### src/rtl/icv_pkg.sv
// Shared types, constants and helper functions for the icosphere vertex generator.
// Used by every file in rtl; depends on nothing.
package icv_pkg;

    // Fraction bits of the output coordinates
    localparam int FRAC_BITS = 14;

    // Field widths
    localparam int DET_W   = 7;
    localparam int STRIP_W = 3;
    localparam int COL_W   = 7;
    localparam int ROW_W   = 8;
    localparam int SLOT_W  = 16;
    localparam int POS_W   = 16;

    // Datapath widths
    localparam int WGT_W    = 10;              // barycentric weights, signed
    localparam int CRN_W    = 18;              // corner coordinates, signed, x2^16
    localparam int PRD_W    = 28;              // weight * corner
    localparam int VEC_W    = 28;              // unnormalized vector component
    localparam int MAG_W    = VEC_W - 1;       // magnitude of a component
    localparam int SQ_W     = 2 * VEC_W;       // squared length
    localparam int ROOT_W   = SQ_W / 2;        // integer square root
    localparam int SQ_REM_W = ROOT_W + 1;      // square root partial remainder
    localparam int Q_W      = FRAC_BITS + 1;   // quotient bits
    localparam int NUM_W    = MAG_W + FRAC_BITS + 1;

    localparam int ONE_Q = 1 << FRAC_BITS;

    // Input queue
    localparam int QUEUE_DEPTH = 4;
    localparam int QPTR_W      = $clog2(QUEUE_DEPTH);

    // Icosahedron corner scaling
    localparam logic signed [CRN_W-1:0] CORNER_ONE = CRN_W'(65536);
    localparam logic signed [CRN_W-1:0] CORNER_PHI = CRN_W'(106039);

    // Corner codes: north ring, south ring, poles
    typedef enum logic [3:0] {
        CRN_RN0 = 4'd0,
        CRN_RN1 = 4'd1,
        CRN_RN2 = 4'd2,
        CRN_RN3 = 4'd3,
        CRN_RN4 = 4'd4,
        CRN_RS0 = 4'd5,
        CRN_RS1 = 4'd6,
        CRN_RS2 = 4'd7,
        CRN_RS3 = 4'd8,
        CRN_RS4 = 4'd9,
        CRN_PN  = 4'd10,
        CRN_PS  = 4'd11
    } corner_code_t;

    typedef struct packed {
        logic signed [CRN_W-1:0] x;
        logic signed [CRN_W-1:0] y;
        logic signed [CRN_W-1:0] z;
    } corner_t;

    // Classified item handed from the front to the back
    typedef struct packed {
        logic [SLOT_W-1:0]       slot;
        logic signed [WGT_W-1:0] wgt0;
        logic signed [WGT_W-1:0] wgt1;
        logic signed [WGT_W-1:0] wgt2;
        corner_code_t            crn0;
        corner_code_t            crn1;
        corner_code_t            crn2;
    } work_t;

    // Sideband carried through the square root
    typedef struct packed {
        logic [SLOT_W-1:0]       slot;
        logic signed [VEC_W-1:0] vec_x;
        logic signed [VEC_W-1:0] vec_y;
        logic signed [VEC_W-1:0] vec_z;
    } side_t;

    // Queue status
    typedef struct packed {
        logic full;
        logic empty;
    } q_stat_t;

    // Corner table
    function automatic corner_t corner_of(corner_code_t code);
        corner_t c;
        c = '0;
        unique case (code)
            CRN_RN0: c = '{x: '0,          y: -CORNER_ONE, z: CORNER_PHI};
            CRN_RN1: c = '{x: CORNER_PHI,  y: '0,          z: CORNER_ONE};
            CRN_RN2: c = '{x: CORNER_ONE,  y: CORNER_PHI,  z: '0};
            CRN_RN3: c = '{x: -CORNER_ONE, y: CORNER_PHI,  z: '0};
            CRN_RN4: c = '{x: -CORNER_PHI, y: '0,          z: CORNER_ONE};
            CRN_RS0: c = '{x: -CORNER_ONE, y: -CORNER_PHI, z: '0};
            CRN_RS1: c = '{x: CORNER_ONE,  y: -CORNER_PHI, z: '0};
            CRN_RS2: c = '{x: CORNER_PHI,  y: '0,          z: -CORNER_ONE};
            CRN_RS3: c = '{x: '0,          y: CORNER_ONE,  z: -CORNER_PHI};
            CRN_RS4: c = '{x: -CORNER_PHI, y: '0,          z: -CORNER_ONE};
            CRN_PN:  c = '{x: '0,          y: CORNER_ONE,  z: CORNER_PHI};
            CRN_PS:  c = '{x: '0,          y: -CORNER_ONE, z: -CORNER_PHI};
            default: c = '0;
        endcase
        return c;
    endfunction

    // Ring corner codes for a strip number 0..4
    function automatic corner_code_t ring_n(logic [STRIP_W-1:0] k);
        return corner_code_t'(4'(CRN_RN0) + {1'b0, k});
    endfunction

    function automatic corner_code_t ring_s(logic [STRIP_W-1:0] k);
        return corner_code_t'(4'(CRN_RS0) + {1'b0, k});
    endfunction

    // Signed output with saturation at the field limits
    function automatic logic [POS_W-1:0] scale_out(logic neg, logic [Q_W-1:0] q);
        logic [31:0]      qe;
        logic [POS_W-1:0] res;
        qe = 32'(q);
        if (neg)
            res = (qe > 32'd32768) ? 16'h8000 : POS_W'(-qe);
        else
            res = (qe > 32'd32767) ? 16'h7FFF : POS_W'(qe);
        return res;
    endfunction

endpackage

### src/rtl/icv_queue.sv
// Short FIFO of classified items between the front and the back end.
// Depends on icv_pkg.
module icv_queue import icv_pkg::*; (
    input  logic    clk,
    input  logic    rst_n,
    input  logic    push,
    input  work_t   wr_data,
    input  logic    pop,
    output work_t   rd_data,
    output q_stat_t stat
);

    work_t             entry_reg [QUEUE_DEPTH];
    logic [QPTR_W-1:0] wr_ptr_reg, rd_ptr_reg;
    logic [QPTR_W:0]   count_reg;

    // Storage
    always_ff @(posedge clk)
    begin
        if (push)
            entry_reg[wr_ptr_reg] <= wr_data;
    end

    // Pointers and fill count
    always_ff @(posedge clk or negedge rst_n)
    begin
        if (!rst_n)
        begin
            wr_ptr_reg <= '0;
            rd_ptr_reg <= '0;
            count_reg  <= '0;
        end
        else
        begin
            if (push)
                wr_ptr_reg <= wr_ptr_reg + 1'b1;
            if (pop)
                rd_ptr_reg <= rd_ptr_reg + 1'b1;
            if (push && !pop)
                count_reg <= count_reg + 1'b1;
            else if (pop && !push)
                count_reg <= count_reg - 1'b1;
        end
    end

    assign rd_data    = entry_reg[rd_ptr_reg];
    assign stat.full  = count_reg == (QPTR_W+1)'(QUEUE_DEPTH);
    assign stat.empty = count_reg == '0;

endmodule

### config.mk
export PLATFORM = sky130hd
export DESIGN_NAME = icv_queue
export DESIGN_NICKNAME = d
export VERILOG_FILES = /design/src/rtl/icv_pkg.sv /design/src/rtl/icv_queue.sv
export SDC_FILE = /design/constraint.sdc
export NUM_CORES = 1
export LEC_CHECK = 0
export BUFFER_PORTS_ARGS = -buffer_cell sky130_fd_sc_hd__buf_2
export CORE_AREA = 2 2 136 138
export CTS_CLUSTER_DIAMETER = 60
export DETAILED_ROUTE_END_ITERATION = 8
export DIE_AREA = 0 0 138 140
export PLACE_DENSITY = 0.7
export SLEW_MARGIN = 5
export SYNTH_ARGS = -nofsm -noshare
export SYNTH_HDL_FRONTEND = slang
export SYNTH_SLANG_ARGS = --single-unit
export TNS_END_PERCENT = 20
### constraint.sdc
create_clock -name clk -period 2.89 [get_ports clk]
set_clock_uncertainty 0.05 [all_clocks]
set_input_delay 0.289 -clock clk [delete_from_list [all_inputs] [get_ports clk]]
set_output_delay 0.289 -clock clk [all_outputs]
set_load 0.03 [all_outputs]
# After elaboration in Yosys (flattened, before gate mapping)
# Memory sizes are Yosys's and may differ from the RTL's.
# Cells that the tools add are included.
[word_totals]
mem_bits_ro = 0
inputBits = 62
latchBits = 0
memories = 1
out_inout_bits = 60
wordCells = 19
register_bits = 7
ram_bits = 232
[classes]
mul = 0
magnitude_cmp = 0
div_mod_pow = 0
mux = 4
addsub = 4
bitwise = 0
n_eq_ne = 1
reduce_logical = 6
shift = 0
[mem_list]
columns = ["memory", "words", "word_bits", "read_ports", "rd_ports_with_merged_regs", "write_ports", "line", "source"]
rows = [
  ["entry_reg", 4, 58, 1, 0, 1, "icv_queue.sv:13", "work_t entry_reg [QUEUE_DEPTH];"],
]
[op_table]
columns = ["op", "count"]
rows = [
  ["$mux 3", 2],
  ["$add 2x1->2 const B", 2],
  ["$add 3x1->3 const B", 1],
  ["$eq 3x3->1 const B", 1],
  ["$logic_not 3->1", 1],
  ["$sub 3x1->3 const B", 1],
  ["$logic_and 1x1->1", 2],
  ["$logic_not 1->1", 2],
  ["$mux 1", 2],
  ["$reduce_bool 2->1", 1],
]

# Logic depth before layout (Yosys ltp)
[logic_depth]
word_depth = 4
mapped_depth = 7
mapped_depth_nobuf = 7

# Worst setup path before layout
# OpenSTA, ideal clock, no wires.
[synth_timing]
path_kind = "register to register"
from = "register wr_ptr_reg[0]"
to = "memory entry_reg[2][0] in the netlist's numbering (enable)"
path_buffers = 0
setup_slack_ps = 432
path_stages_with_launch = 4
setup_time_ps = 422
required_time_ps = 2418
period_less_slack_ps = 2458
arrival_ps = 1986
cell_sequence = "dfrtp_1 -> inv_1 -> ha_1 -> and2_1"
[synth_rtl]
columns = ["item", "line", "source"]
rows = [
  ["from (decl)", "icv_queue.sv:14", "logic [QPTR_W-1:0] wr_ptr_reg, rd_ptr_reg;"],
  ["from (signal assigned)", "icv_queue.sv:36", "wr_ptr_reg <= wr_ptr_reg + 1'b1;"],
  ["to (decl)", "icv_queue.sv:13", ""],
]
# No word-level cell before the write port.

==> flow_summary.json <==
{
  "crit_fanout": 30,
  "largest_reg_flops": 232,
  "min_path_type": "in2reg",
  "antenna_found_initial": 1,
  "maxCapViolCount": 0,
  "seq_area_frac_synth_pct": 80.8,
  "clock_latency_ns": 0.50,
  "max_clock_freq_mhz": 390,
  "final_cell_mix": "edfxtp_1 (232), buf_2 (121), dlygate4sd3_1 (60)",
  "cp_data_arrival_time_ns": 2.23,
  "ctsResizeCount": 0,
  "cts_buffers": 24,
  "ys_top_cells_by_area": "edfxtp_1 (79%), mux4_2 (15%), dfrtp_1 (2.0%)",
  "grt_pass1_vias": 4556,
  "firstDrtPassIters": 4,
  "final_core_utilization_pct": 62.0,
  "min_period_over_period_pct": 88.8,
  "grt_start_max_net_pins": 59,
  "core_sq_um": 17800,
  "syn-num-nets": 406,
  "die_h_um": 140,
  "cts_buffer_depth": 3,
  "detail-route-antenna-nets": 0,
  "syn_inst": 338,
  "hold_viol": 0,
  "final_common_cell": "edfxtp_1",
  "postCtsHoldBufs": 60,
  "cts_tree": "yes",
  "status": "finished, final reports clean",
  "slew_viol_final": 0,
  "synth_top_cell_by_area": "edfxtp_1",
  "vias": 4157,
  "netlist_area_sq_um": 8830,
  "syn_area_per_cell_sq_um": 26.1,
  "end_kind": "output port",
  "io_buffer_count": 121,
  "start_kind": "register",
  "power_density_nw_per_um2": 1040,
  "whs_ns": 0.0555,
  "dieArea_sq_um": 19300,
  "wl_per_cell_um": 20.0,
  "p_leak_uw": 0.00384,
  "start_util_pct": 49.7,
  "worstMarginPinSlew_ns": 0.912,
  "route.detailed.drc": 0,
  "nFillCells": 1261,
  "grt.total_usage_pct": 16.6,
  "yosys_register_bits": 239,
  "clockRootBuffer": "clkbuf_16",
  "postCtsSetupBuffers": 0,
  "min_period_ns": 2.57,
  "grt.overflow.total": 0,
  "drt_iter0_drc": 192,
  "layout.nets": 607,
  "dpl-instance-area_sq_um": 9690,
  "post-route-cell-area_sq_um": 11000,
  "yosys_warnings": 0,
  "htreeDepth": 1,
  "syn_to_final_growth_pct": 24.7,
  "drive_above_1_share_pct": 40.3,
  "die-width_um": 138,
  "rsz0062_at_grt": "false",
  "hpwlAfterDp_mm": 8.93,
  "regArea_sq_um": 7150,
  "clkTransAtPathRegs_ns": 0.06,
  "synth.distinct_cells": 19,
  "cts_sinks": 239,
  "max_stage_delay_ns": 0.63,
  "finalSetupViolCount": 0,
  "place_congestion": 0.704,
  "multi_input_area_sq_um": 1520,
  "crit_required_ns": 2.55,
  "yosys.area.top_type_share_pct": 78.9,
  "routed_via_density": 5.29,
  "ir_worst_vdd_v": 0.000624,
  "routed_wl_mm": 15.7,
  "maxSlewHeadroom_pct": 39.2,
  "num_io_pins": 122,
  "rows": 49,
  "grt_first_pass_wirelength_mm": 25.2,
  "cp_cell_sequence": "buf_12, mux4_2, buf_2",
  "critical_path_class": "reg2out",
  "crit_slowest_cell": "dfrtp_4",
  "setup_tns_ns": 0
}
## cell usage after synthesis
cell type	count
nor3b_1	1
dfrtp_1	7
xnor2_1	2
mux2_2	1
inv_1	4
o21ai_0	1
fa_1	1
ha_1	5
nor2_1	1
buf_6	1
xor2_1	4
buf_2	5
and2_1	4
mux4_2	58
nand2_1	2
nor3_1	1
buf_4	2
edfxtp_1	232
buf_12	6
## cell type report
type                       count  area share, %
clock buffer                  33           5.95
timing repair buffer         189           12.1
antenna                        1         0.0227
multi-input combinational     81           13.8
clock inverter                10          0.624
tap                          229           2.60
sequential                   239           64.8
inverter                       4          0.136
## per-stage QoR
| stage | instances | power, uW | setup WS, ns |
|---|---|---|---|
| after global placement | 682 | 8660 | 0.798 |
| final | 786 | 11500 | 0.323 |
| after floorplan | 338 | 7780 | 0.432 |
| after detailed placement | 682 | 8740 | 0.791 |
| after CTS | 785 | 11700 | 0.257 |
| after global routing | 786 | 12000 | 0.194 |
## worst max-delay path, delay by kind of cell, from the launching register on
| kind | cells | cell delay, ns |
|---|---|---|
| multiplexers | 1 | 0.56 |
| flip-flops | 1 | 0.63 |
| buffers and inverters | 2 | 0.51 |
## power breakdown
part           total (uW)  switching (uW)  internal [uW]
Sequential           4830             284           4540
Clock                2840            1170           1670
Combinational        3830            2340           1480
Total               11500            3800           7690
## kinds of logic (layout without fill, tap and decap cells)
group	after synthesis	in the layout	share of synthesized area, %
compound gates	1	1	0.0566
xor+xnor	6	6	0.595
fa+ha+maj	6	6	0.935
buf+inv	18	236	2.11
flops	239	239	80.8
mux	59	59	14.9
other cells	0	1	0
simple gates	9	9	0.552
## worst paths after layout
check                              start          endpoint  slack [ns]  depth (start not counted)
min in group asynchronous          rst_n     rd_ptr_reg[0]        0.10                          2
hold / removal                      push     wr_ptr_reg[0]        0.06                          2
hold reg to reg             count_reg[2]      count_reg[2]        0.46                          1
setup / recovery           rd_ptr_reg[0]       rd_data[16]        0.32                          3
max in group asynchronous          rst_n     rd_ptr_reg[0]        2.51                          2
setup reg to reg           wr_ptr_reg[0]  entry_reg[3][27]        1.10                          2
## layer usage
metal,GRT usage [%],routed length [um],vias to the layer above
met3,3.21,748,22
met5,0,0,-
met4,3.92,223,0
met1,22.5,6660,2181
li1,-,-,1844
met2,28.5,8080,110
Note: power is estimated with default switching activity, not from simulation.
