`src/rtl/icv_pkg.sv`:
```
// Shared types, constants and helper functions for the icosphere vertex generator.
// Used by every file in rtl; depends on nothing.
package icv_pkg;

    // Fraction bits of the output coordinates
    localparam int FRAC_BITS = 14;

    // Field widths
    localparam int DET_W   = 7;
    localparam int STRIP_W = 3;
    localparam int COL_W   = 7;
    localparam int ROW_W   = 8;
    localparam int SLOT_W  = 16;
    localparam int POS_W   = 16;

    // Datapath widths
    localparam int WGT_W    = 10;              // barycentric weights, signed
    localparam int CRN_W    = 18;              // corner coordinates, signed, x2^16
    localparam int PRD_W    = 28;              // weight * corner
    localparam int VEC_W    = 28;              // unnormalized vector component
    localparam int MAG_W    = VEC_W - 1;       // magnitude of a component
    localparam int SQ_W     = 2 * VEC_W;       // squared length
    localparam int ROOT_W   = SQ_W / 2;        // integer square root
    localparam int SQ_REM_W = ROOT_W + 1;      // square root partial remainder
    localparam int Q_W      = FRAC_BITS + 1;   // quotient bits
    localparam int NUM_W    = MAG_W + FRAC_BITS + 1;

    localparam int ONE_Q = 1 << FRAC_BITS;

    // Input queue
    localparam int QUEUE_DEPTH = 4;
    localparam int QPTR_W      = $clog2(QUEUE_DEPTH);

    // Icosahedron corner scaling
    localparam logic signed [CRN_W-1:0] CORNER_ONE = CRN_W'(65536);
    localparam logic signed [CRN_W-1:0] CORNER_PHI = CRN_W'(106039);

    // Corner codes: north ring, south ring, poles
    typedef enum logic [3:0] {
        CRN_RN0 = 4'd0,
        CRN_RN1 = 4'd1,
        CRN_RN2 = 4'd2,
        CRN_RN3 = 4'd3,
        CRN_RN4 = 4'd4,
        CRN_RS0 = 4'd5,
        CRN_RS1 = 4'd6,
        CRN_RS2 = 4'd7,
        CRN_RS3 = 4'd8,
        CRN_RS4 = 4'd9,
        CRN_PN  = 4'd10,
        CRN_PS  = 4'd11
    } corner_code_t;

    typedef struct packed {
        logic signed [CRN_W-1:0] x;
        logic signed [CRN_W-1:0] y;
        logic signed [CRN_W-1:0] z;
    } corner_t;

    // Classified item handed from the front to the back
    typedef struct packed {
        logic [SLOT_W-1:0]       slot;
        logic signed [WGT_W-1:0] wgt0;
        logic signed [WGT_W-1:0] wgt1;
        logic signed [WGT_W-1:0] wgt2;
        corner_code_t            crn0;
        corner_code_t            crn1;
        corner_code_t            crn2;
    } work_t;

    // Sideband carried through the square root
    typedef struct packed {
        logic [SLOT_W-1:0]       slot;
        logic signed [VEC_W-1:0] vec_x;
        logic signed [VEC_W-1:0] vec_y;
        logic signed [VEC_W-1:0] vec_z;
    } side_t;

    // Queue status
    typedef struct packed {
        logic full;
        logic empty;
    } q_stat_t;

    // Corner table
    function automatic corner_t corner_of(corner_code_t code);
        corner_t c;
        c = '0;
        unique case (code)
            CRN_RN0: c = '{x: '0,          y: -CORNER_ONE, z: CORNER_PHI};
            CRN_RN1: c = '{x: CORNER_PHI,  y: '0,          z: CORNER_ONE};
            CRN_RN2: c = '{x: CORNER_ONE,  y: CORNER_PHI,  z: '0};
            CRN_RN3: c = '{x: -CORNER_ONE, y: CORNER_PHI,  z: '0};
            CRN_RN4: c = '{x: -CORNER_PHI, y: '0,          z: CORNER_ONE};
            CRN_RS0: c = '{x: -CORNER_ONE, y: -CORNER_PHI, z: '0};
            CRN_RS1: c = '{x: CORNER_ONE,  y: -CORNER_PHI, z: '0};
            CRN_RS2: c = '{x: CORNER_PHI,  y: '0,          z: -CORNER_ONE};
            CRN_RS3: c = '{x: '0,          y: CORNER_ONE,  z: -CORNER_PHI};
            CRN_RS4: c = '{x: -CORNER_PHI, y: '0,          z: -CORNER_ONE};
            CRN_PN:  c = '{x: '0,          y: CORNER_ONE,  z: CORNER_PHI};
            CRN_PS:  c = '{x: '0,          y: -CORNER_ONE, z: -CORNER_PHI};
            default: c = '0;
        endcase
        return c;
    endfunction

    // Ring corner codes for a strip number 0..4
    function automatic corner_code_t ring_n(logic [STRIP_W-1:0] k);
        return corner_code_t'(4'(CRN_RN0) + {1'b0, k});
    endfunction

    function automatic corner_code_t ring_s(logic [STRIP_W-1:0] k);
        return corner_code_t'(4'(CRN_RS0) + {1'b0, k});
    endfunction

    // Signed output with saturation at the field limits
    function automatic logic [POS_W-1:0] scale_out(logic neg, logic [Q_W-1:0] q);
        logic [31:0]      qe;
        logic [POS_W-1:0] res;
        qe = 32'(q);
        if (neg)
            res = (qe > 32'd32768) ? 16'h8000 : POS_W'(-qe);
        else
            res = (qe > 32'd32767) ? 16'h7FFF : POS_W'(qe);
        return res;
    endfunction

endpackage

```
`src/rtl/icv_if.sv`:
```
// Channel interfaces of the icosphere vertex generator: points in, vertices out,
// detail register write. Depends on icv_pkg.
interface icv_point_if import icv_pkg::*; ();
    logic               valid;
    logic               ready;
    logic [STRIP_W-1:0] strip_index;
    logic [COL_W-1:0]   column_index;
    logic [ROW_W-1:0]   row_index;

    modport source (output valid, output strip_index, output column_index,
                    output row_index, input ready);
    modport sink   (input valid, input strip_index, input column_index,
                    input row_index, output ready);
endinterface


interface icv_cfg_if import icv_pkg::*; ();
    logic             valid;
    logic             ready;
    logic [DET_W-1:0] detail;

    modport source (output valid, output detail, input ready);
    modport sink   (input valid, input detail, output ready);
endinterface

```
`src/rtl/icv_front.sv`:
```
// Front end: detail register, point acceptance, slot computation and region
// classification into weights and corner codes. Depends on icv_pkg, icv_if.
module icv_front import icv_pkg::*; (
    input  logic       clk,
    input  logic       rst_n,
    icv_cfg_if.sink    cfg,
    icv_point_if.sink  point,
    input  q_stat_t    q_stat,
    output logic       push,
    output work_t      work
);

    logic [DET_W-1:0]   detail_reg;
    logic [STRIP_W-1:0] strip_m5, strip_prv, strip_nxt, s_a, s_b;
    logic [COL_W-1:0]   col_eff;
    logic [9:0]         d_times_strip;
    logic [9:0]         col_sum;
    logic [8:0]         row_pitch;
    logic [SLOT_W-1:0]  slot_val;
    logic               row_low, moved;
    logic signed [WGT_W-1:0] rs, ds, cs, c1, c2;

    // Detail register, always writable
    assign cfg.ready = 1'b1;

    always_ff @(posedge clk or negedge rst_n)
    begin
        if (!rst_n)
            detail_reg <= DET_W'(1);
        else if (cfg.valid)
            detail_reg <= cfg.detail;
    end

    // Accept while the queue has room
    assign point.ready = !q_stat.full;
    assign push        = point.valid && point.ready;

    // Strip modulo 5 and neighbors
    always_comb
    begin
        strip_m5  = (point.strip_index >= 3'd5) ? point.strip_index - 3'd5
                                                : point.strip_index;
        strip_prv = (strip_m5 == 3'd0) ? 3'd4 : strip_m5 - 3'd1;
        strip_nxt = (strip_m5 == 3'd4) ? 3'd0 : strip_m5 + 3'd1;
    end

    // Slot: row + (3d+1)*(col + d*strip), modulo 2^16
    always_comb
    begin
        case (strip_m5)
            3'd1:    d_times_strip = 10'(detail_reg);
            3'd2:    d_times_strip = 10'({detail_reg, 1'b0});
            3'd3:    d_times_strip = 10'(detail_reg) + 10'({detail_reg, 1'b0});
            3'd4:    d_times_strip = 10'({detail_reg, 2'b00});
            default: d_times_strip = '0;
        endcase
        row_pitch = 9'({detail_reg, 1'b0}) + 9'(detail_reg) + 9'd1;
        col_sum   = 10'(point.column_index) + d_times_strip;
        slot_val  = SLOT_W'(SLOT_W'(row_pitch) * SLOT_W'(col_sum))
                  + SLOT_W'(point.row_index);
    end

    // Column 0 of the lower third belongs to the previous strip
    always_comb
    begin
        row_low = point.row_index >= {detail_reg, 1'b0};
        moved   = row_low && (point.column_index == '0);
        s_a     = moved ? strip_prv : strip_m5;
        s_b     = moved ? strip_m5  : strip_nxt;
        col_eff = moved ? detail_reg : point.column_index;
    end

    // Region select and weights
    always_comb
    begin
        work.slot = slot_val;
        rs = WGT_W'(point.row_index);
        ds = WGT_W'(detail_reg);
        cs = WGT_W'(col_eff);
        if (point.row_index <= {1'b0, detail_reg})
        begin
            // north cap
            c1        = ds - rs;
            c2        = cs;
            work.crn0 = ring_n(s_a);
            work.crn1 = CRN_PN;
            work.crn2 = ring_n(s_b);
        end
        else if (row_low)
        begin
            // south cap
            c1        = rs - {ds[WGT_W-2:0], 1'b0};
            c2        = ds - cs;
            work.crn0 = ring_s(s_b);
            work.crn1 = CRN_PS;
            work.crn2 = ring_s(s_a);
        end
        else if (9'(point.row_index) <= 9'(detail_reg) + 9'(col_eff))
        begin
            // middle band, upper triangle
            c1        = rs - ds;
            c2        = ds - cs;
            work.crn0 = ring_n(s_b);
            work.crn1 = ring_s(s_b);
            work.crn2 = ring_n(s_a);
        end
        else
        begin
            // middle band, lower triangle
            c1        = cs;
            c2        = {ds[WGT_W-2:0], 1'b0} - rs;
            work.crn0 = ring_s(s_a);
            work.crn1 = ring_s(s_b);
            work.crn2 = ring_n(s_a);
        end
        work.wgt0 = ds - c1 - c2;
        work.wgt1 = c1;
        work.wgt2 = c2;
    end

endmodule

```
`src/flat_wrapper.sv`:
```
// flat-port wrapper written by rule: the top's interface ports become plain ports
module icv_front_flat import icv_pkg::*;
  (clk, rst_n, q_stat, push, work, cfg_valid, cfg_detail, cfg_ready, point_valid, point_strip_index, point_column_index, point_row_index, point_ready);
  icv_cfg_if cfg_i ();
  icv_point_if point_i ();
  input  logic clk;
  input  logic rst_n;
  input  q_stat_t q_stat;
  output logic push;
  output work_t work;
  input wire logic [$bits(cfg_i.valid)-1:0] cfg_valid;
  input wire logic [$bits(cfg_i.detail)-1:0] cfg_detail;
  output wire logic [$bits(cfg_i.ready)-1:0] cfg_ready;
  input wire logic [$bits(point_i.valid)-1:0] point_valid;
  input wire logic [$bits(point_i.strip_index)-1:0] point_strip_index;
  input wire logic [$bits(point_i.column_index)-1:0] point_column_index;
  input wire logic [$bits(point_i.row_index)-1:0] point_row_index;
  output wire logic [$bits(point_i.ready)-1:0] point_ready;
  assign cfg_i.valid = cfg_valid;
  assign cfg_i.detail = cfg_detail;
  assign cfg_ready = cfg_i.ready;
  assign point_i.valid = point_valid;
  assign point_i.strip_index = point_strip_index;
  assign point_i.column_index = point_column_index;
  assign point_i.row_index = point_row_index;
  assign point_ready = point_i.ready;
  icv_front u_core (.clk(clk), .rst_n(rst_n), .cfg(cfg_i), .point(point_i), .q_stat(q_stat), .push(push), .work(work));
endmodule
```
`config.mk`:
```
export PLATFORM = sky130hd
export DESIGN_NAME = icv_front_flat
export DESIGN_NICKNAME = d
export VERILOG_FILES = /design/src/rtl/icv_pkg.sv /design/src/rtl/icv_if.sv /design/src/rtl/icv_front.sv /design/src/flat_wrapper.sv
export SDC_FILE = /design/constraint.sdc
export NUM_CORES = 1
export LEC_CHECK = 0
export ABC_AREA = 1
export ABC_CLOCK_PERIOD_IN_PS = 12050
export BUFFER_PORTS_ARGS = -buffer_cell sky130_fd_sc_hd__clkbuf_2
export CORE_ASPECT_RATIO = 2
export CORE_MARGIN = 5
export CORE_UTILIZATION = 50
export CTS_CLUSTER_SIZE = 28
export DETAILED_ROUTE_END_ITERATION = 16
export HOLD_SLACK_MARGIN = 0.08
export PLACE_DENSITY = 0.73
export REMOVE_ABC_BUFFERS = 1
export SLEW_MARGIN = 20
export SYNTH_ARGS = -nofsm -noshare
export SYNTH_HDL_FRONTEND = slang
export SYNTH_SLANG_ARGS = --single-unit
```
`constraint.sdc`:
```
create_clock -name clk -period 12.05 [get_ports clk]
set_input_delay 2.41 -clock clk [delete_from_list [all_inputs] [get_ports clk]]
set_output_delay 2.41 -clock clk [all_outputs]
set_load 0.02 [all_outputs]
```
After elaboration in Yosys (flattened, before gate mapping)
Index checks and enable logic that the tools add are counted. W data, S select, Z words.

Bits in registers: 7. Input port bits: 31.

Add/subtract/negate cells: 18. $lt $le $gt $ge: 4. Muxes and demuxes: 16. Eq/ne operators: 4. Multipliers: 1. Reduce and logical (&&, ||, !) cells: 5.

Operators by type and width (count): $mux W10 (6); $pmux W10 S4 (1); $mux W12 (3); $sub A8 B8 Y9 (2); $add A16 B8 Y16 (1); $mul A9 B10 Y16 (1); $mux W3 (5); $add A7 B10 Y10 (1); $sub A10 B10 Y10 (1); $sub A8 B10 Y10 (1); $add A7 B8 Y9 (1); $add A8 B7 Y9 (1); $add A9 B1 Y9 const B (1); $le A8 B9 Y1 (1); $sub A7 B8 Y9 (1); $sub A8 B7 Y9 (1); $add A3 B3 Y4 const A (2); $add A7 B7 Y8 (1); $ge A8 B8 Y1 (1); $le A8 B7 Y1 (1); $sub A7 B7 Y8 (1); $logic_not A7 Y1 (1); $mux W7 (1); $eq A3 B2 Y1 const B (2); 9 further kinds (10).

Longest topological paths before layout
Word-level depth: 10. Depth in mapped cells: 45. Gate-level depth less buffers: 44.

Worst setup path after synthesis
Ideal clock, no wire load.

Path kind: input-to-output. Start: in point_strip_index[1]. End: out work[57] (netlist name). Buffers on the path: 0. Cell stages on the path: 35. Data arrival time: 9.250 ns. Path slack: 0.390 ns. Required time: 9.640 ns. Cells stage by stage: inv_1 -> ha_1 -> o21ai_1 -> xor2_1 -> inv_1 -> ha_1 -> nand3_2 -> o22ai_1 -> a221o_1 -> ha_1 -> nand3_1 -> nand2_1 -> a21boi_0 -> xnor2_1 -> nand2_1 -> fa_1 -> fa_1 -> fa_1 -> inv_1 -> fa_1 -> inv_1 -> fa_1 -> inv_1 -> ha_1 -> nand2_1 -> nor2_1 -> nand2_1 -> or2_2 -> nand2_1 -> nand2_1 -> nand2_1 -> inv_1 -> nand3_1 -> nand3_1 -> nand2_1.

RTL lines: from (decl) (line flat_wrapper.sv:15) `input wire logic [$bits(point_i.strip_index)-1:0] point_strip_index;`; to (decl) (line flat_wrapper.sv:10) `output work_t work;`.

==> impl_results.md <==
* EDFF count, synth at 0
* Core Region at between 0.015 and 0.02 mm^2
* Post-DP HPWL at ~22000 um
* Worst-Skew Late Latency at 0.23 ns
* Final period utilization at between 90 and 100%
* Post-synth cell types at 54
* Tot GR Track Use at around 28%
* Die height at 185 um
* Vias in the first global route at just under 9000
* Max incr delay on CP at roughly 0.57 ns
* Clock-pin slew on the worst setup and hold paths at approximately 0.030 ns
* Mapped Area at around 0.0077 mm^2
* Layout cells sized above 1 at around a quarter
* Place WS at -0.194 ns
* Avg Inst Size Synth at around 6.9 um^2
* Nets@finish at about 1500
* Drt drc at 0
* Vias/cell at about 5.5
* CP bufs+invs at 10
* CTS Buf Count at 3
* Port Buf Inserts at between 80 and 90
* Measured slew at the worst slew-check pin at between 0.7 and 0.8 ns
* Worst slew margin at between 40% and 50%
* First-pass GRT wire length at between 40000 and 50000 um
* Final hold vios at 0
* Final Wtd Congestion at roughly 0.95
* Fmax at between 80 and 90 MHz
* Max reg flops at 7
* Row count at 64
* Final WS setup at roughly 0.32 ns
* Slew Viols, Final at 0
* CP Max Fanout at 4
* CTS tree: yes
* Num Clock Sinks at 7
* WL/cell at roughly 17 um
* Worst hold path class: reg -> reg
* Worst setup EP type: primary output
* Warnings, synthesis at 0
* Initial Util at about half
* Router iterations before antenna repair at 5
* CP Data Required Time at 9.64 ns
* Synth async-reset ratio at between 90% and 100%
* Routed WL at around 25000 um
* Clk root buf: clkbuf_16
* Routed Antenna Nets at 0
* IO Pins at 92
* Initial antenna violation count at 1
* CP top delay family: adder cells
* CP arrival at around 9.3 ns
* Maxcap violations at 0
* Final setup fails at 0
* DR vias at ~8200
* Largest net degree at the start of global routing at 24
* Die Area at approximately 0.018 mm^2
* Yosys reg bits at 7
* DR iter-0 viols at 302
* Area Growth Syn to Fin at 23.9%
* Final Skew at 0 ns
* Max Buffers Root-to-Sink at 2
* Sequential fraction of the synthesis area at between 2 and 2.5%
* Outcome: finished clean
* Period minus WS final at about 12 ns
* R2r setup slk at ~10 ns
* Die Wd at 97.6 um
* Placed insts at 1478
* Post-Syn Instances at around 1100
* Htree depth at 1
* Total congestion overflow at 0
* Crit Path Category: in -> out
* Non-Filler Instances at between 1000 and 1500
* Utilization after layout at roughly 63%
* CP max stage cell: fa_2
* Kind of start point of the critical path: input pin
* Main synth FF type: dfrtp_1
* Most used cell, CP: inv_1
## cells in the mapped netlist (5+ instances only)
cell type	instances	share of area, %
o21ai_0	47	3.1
or2_2	9	0.73
inv_1	205	10
dfrtp_1	6	2.0
ha_1	132	22
nor3_1	6	0.39
o21bai_1	6	0.59
buf_2	6	0.39
nand2_2	8	0.65
xnor2_1	13	1.5
nand2_1	240	12
o22ai_1	7	0.57
fa_1	75	20
xor2_1	46	5.2
a31oi_1	5	0.41
buf_4	7	0.68
o21ai_2	5	0.57
nand4_1	8	0.65
a21oi_1	79	5.2
inv_2	5	0.24
o211ai_1	8	0.78
o21ai_1	10	0.65
nor2_1	64	3.1
a21o_1	5	0.49
nand3_1	55	3.6
## what timing repair did
item                                    CTS  global route
pin swaps                                 0            28
gates resized for setup                   7            76
hold buffers                              0             0
setup buffers                             0             8
endpoints found under the setup margin    5            13
gates cloned                              0             0
## cell usage in the layout (no fill, tap or decap), types with 7 or more instances in the layout
cell      count
nand2_1     233
inv_1       200
ha_1        119
buf_4       114
clkbuf_2     86
fa_1         73
a21oi_1      66
nor2_1       60
nand3_1      52
xor2_1       45
o21ai_0      40
a21oi_2      16
nand2_2      15
o21ai_1      14
xnor2_1      11
ha_4         10
or2_2         9
inv_2         8
nand4_1       8
o211ai_1      8
o22ai_1       7
o21ai_2       7
## layer usage
| metal | up-vias | track usage, % | wire length, um |
|---|---|---|---|
| li1 | 3898 | - | - |
| met3 | 163 | 2.15 | 986 |
| met1 | 3844 | 23.3 | 7430 |
| met5 | - | 0 | 0 |
| met2 | 303 | 56.3 | 14200 |
| met4 | 0 | 24.1 | 2790 |
## through the flow
stage | setup TNS (ns) | cell area [um^2] | hold WS (ns)
after floorplan | 0 | 7530 | 0.753
after global placement | -0.299 | 9030 | 0.955
after detailed placement | -0.361 | 9030 | 0.976
after CTS | 0 | 9130 | 0.979
after global routing | -0.245 | 9510 | 1.04
final | 0 | 9510 | 1.02
## logic make-up (layout without fill, tap and decap cells)
group           count (synthesis)  count (layout)  synth area share [%]
other cells                     1               2                0.0489
compound gates                194             194                  15.0
simple gates                  404             404                  22.6
xor+xnor                       59              59                  6.73
flops                           7               7                  2.30
buf+inv                       233             420                  12.2
fa+ha+maj                     207             207                  41.1
## worst paths after layout
kind,from,to,depth (start not counted)
max,point_strip_index[1],work[53],36
min,u_core.detail_reg[4],u_core.detail_reg[4],2
max reg2reg,u_core.detail_reg[0],u_core.detail_reg[0],2
min reg2reg,u_core.detail_reg[4],u_core.detail_reg[4],2
max in group asynchronous,rst_n,u_core.detail_reg[0],1
min in group asynchronous,rst_n,u_core.detail_reg[6],1
## worst min-delay path: cells and delay by family, from the launching register on
family / cells / cell delay, ns
AO/OA/AOI/OAI: 1 / 0.11
flip-flops: 1 / 0.59
buffers and inverters: 1 / 0.25
## area by class of cell
| type | count | area, um^2 |
|---|---|---|
| diodes | 1 | 2.50 |
| clock buffers | 4 | 78.8 |
| fillers | 1436 | 5710 |
| inverters | 212 | 803 |
| multi-input cells | 865 | 6880 |
| flip-flops and latches | 7 | 176 |
| well taps | 198 | 248 |
| repair buffers | 204 | 1320 |
Power is left out: the tool's default activity adds up to more than one toggle a clock period on the data nets, which glitch-free logic cannot reach.
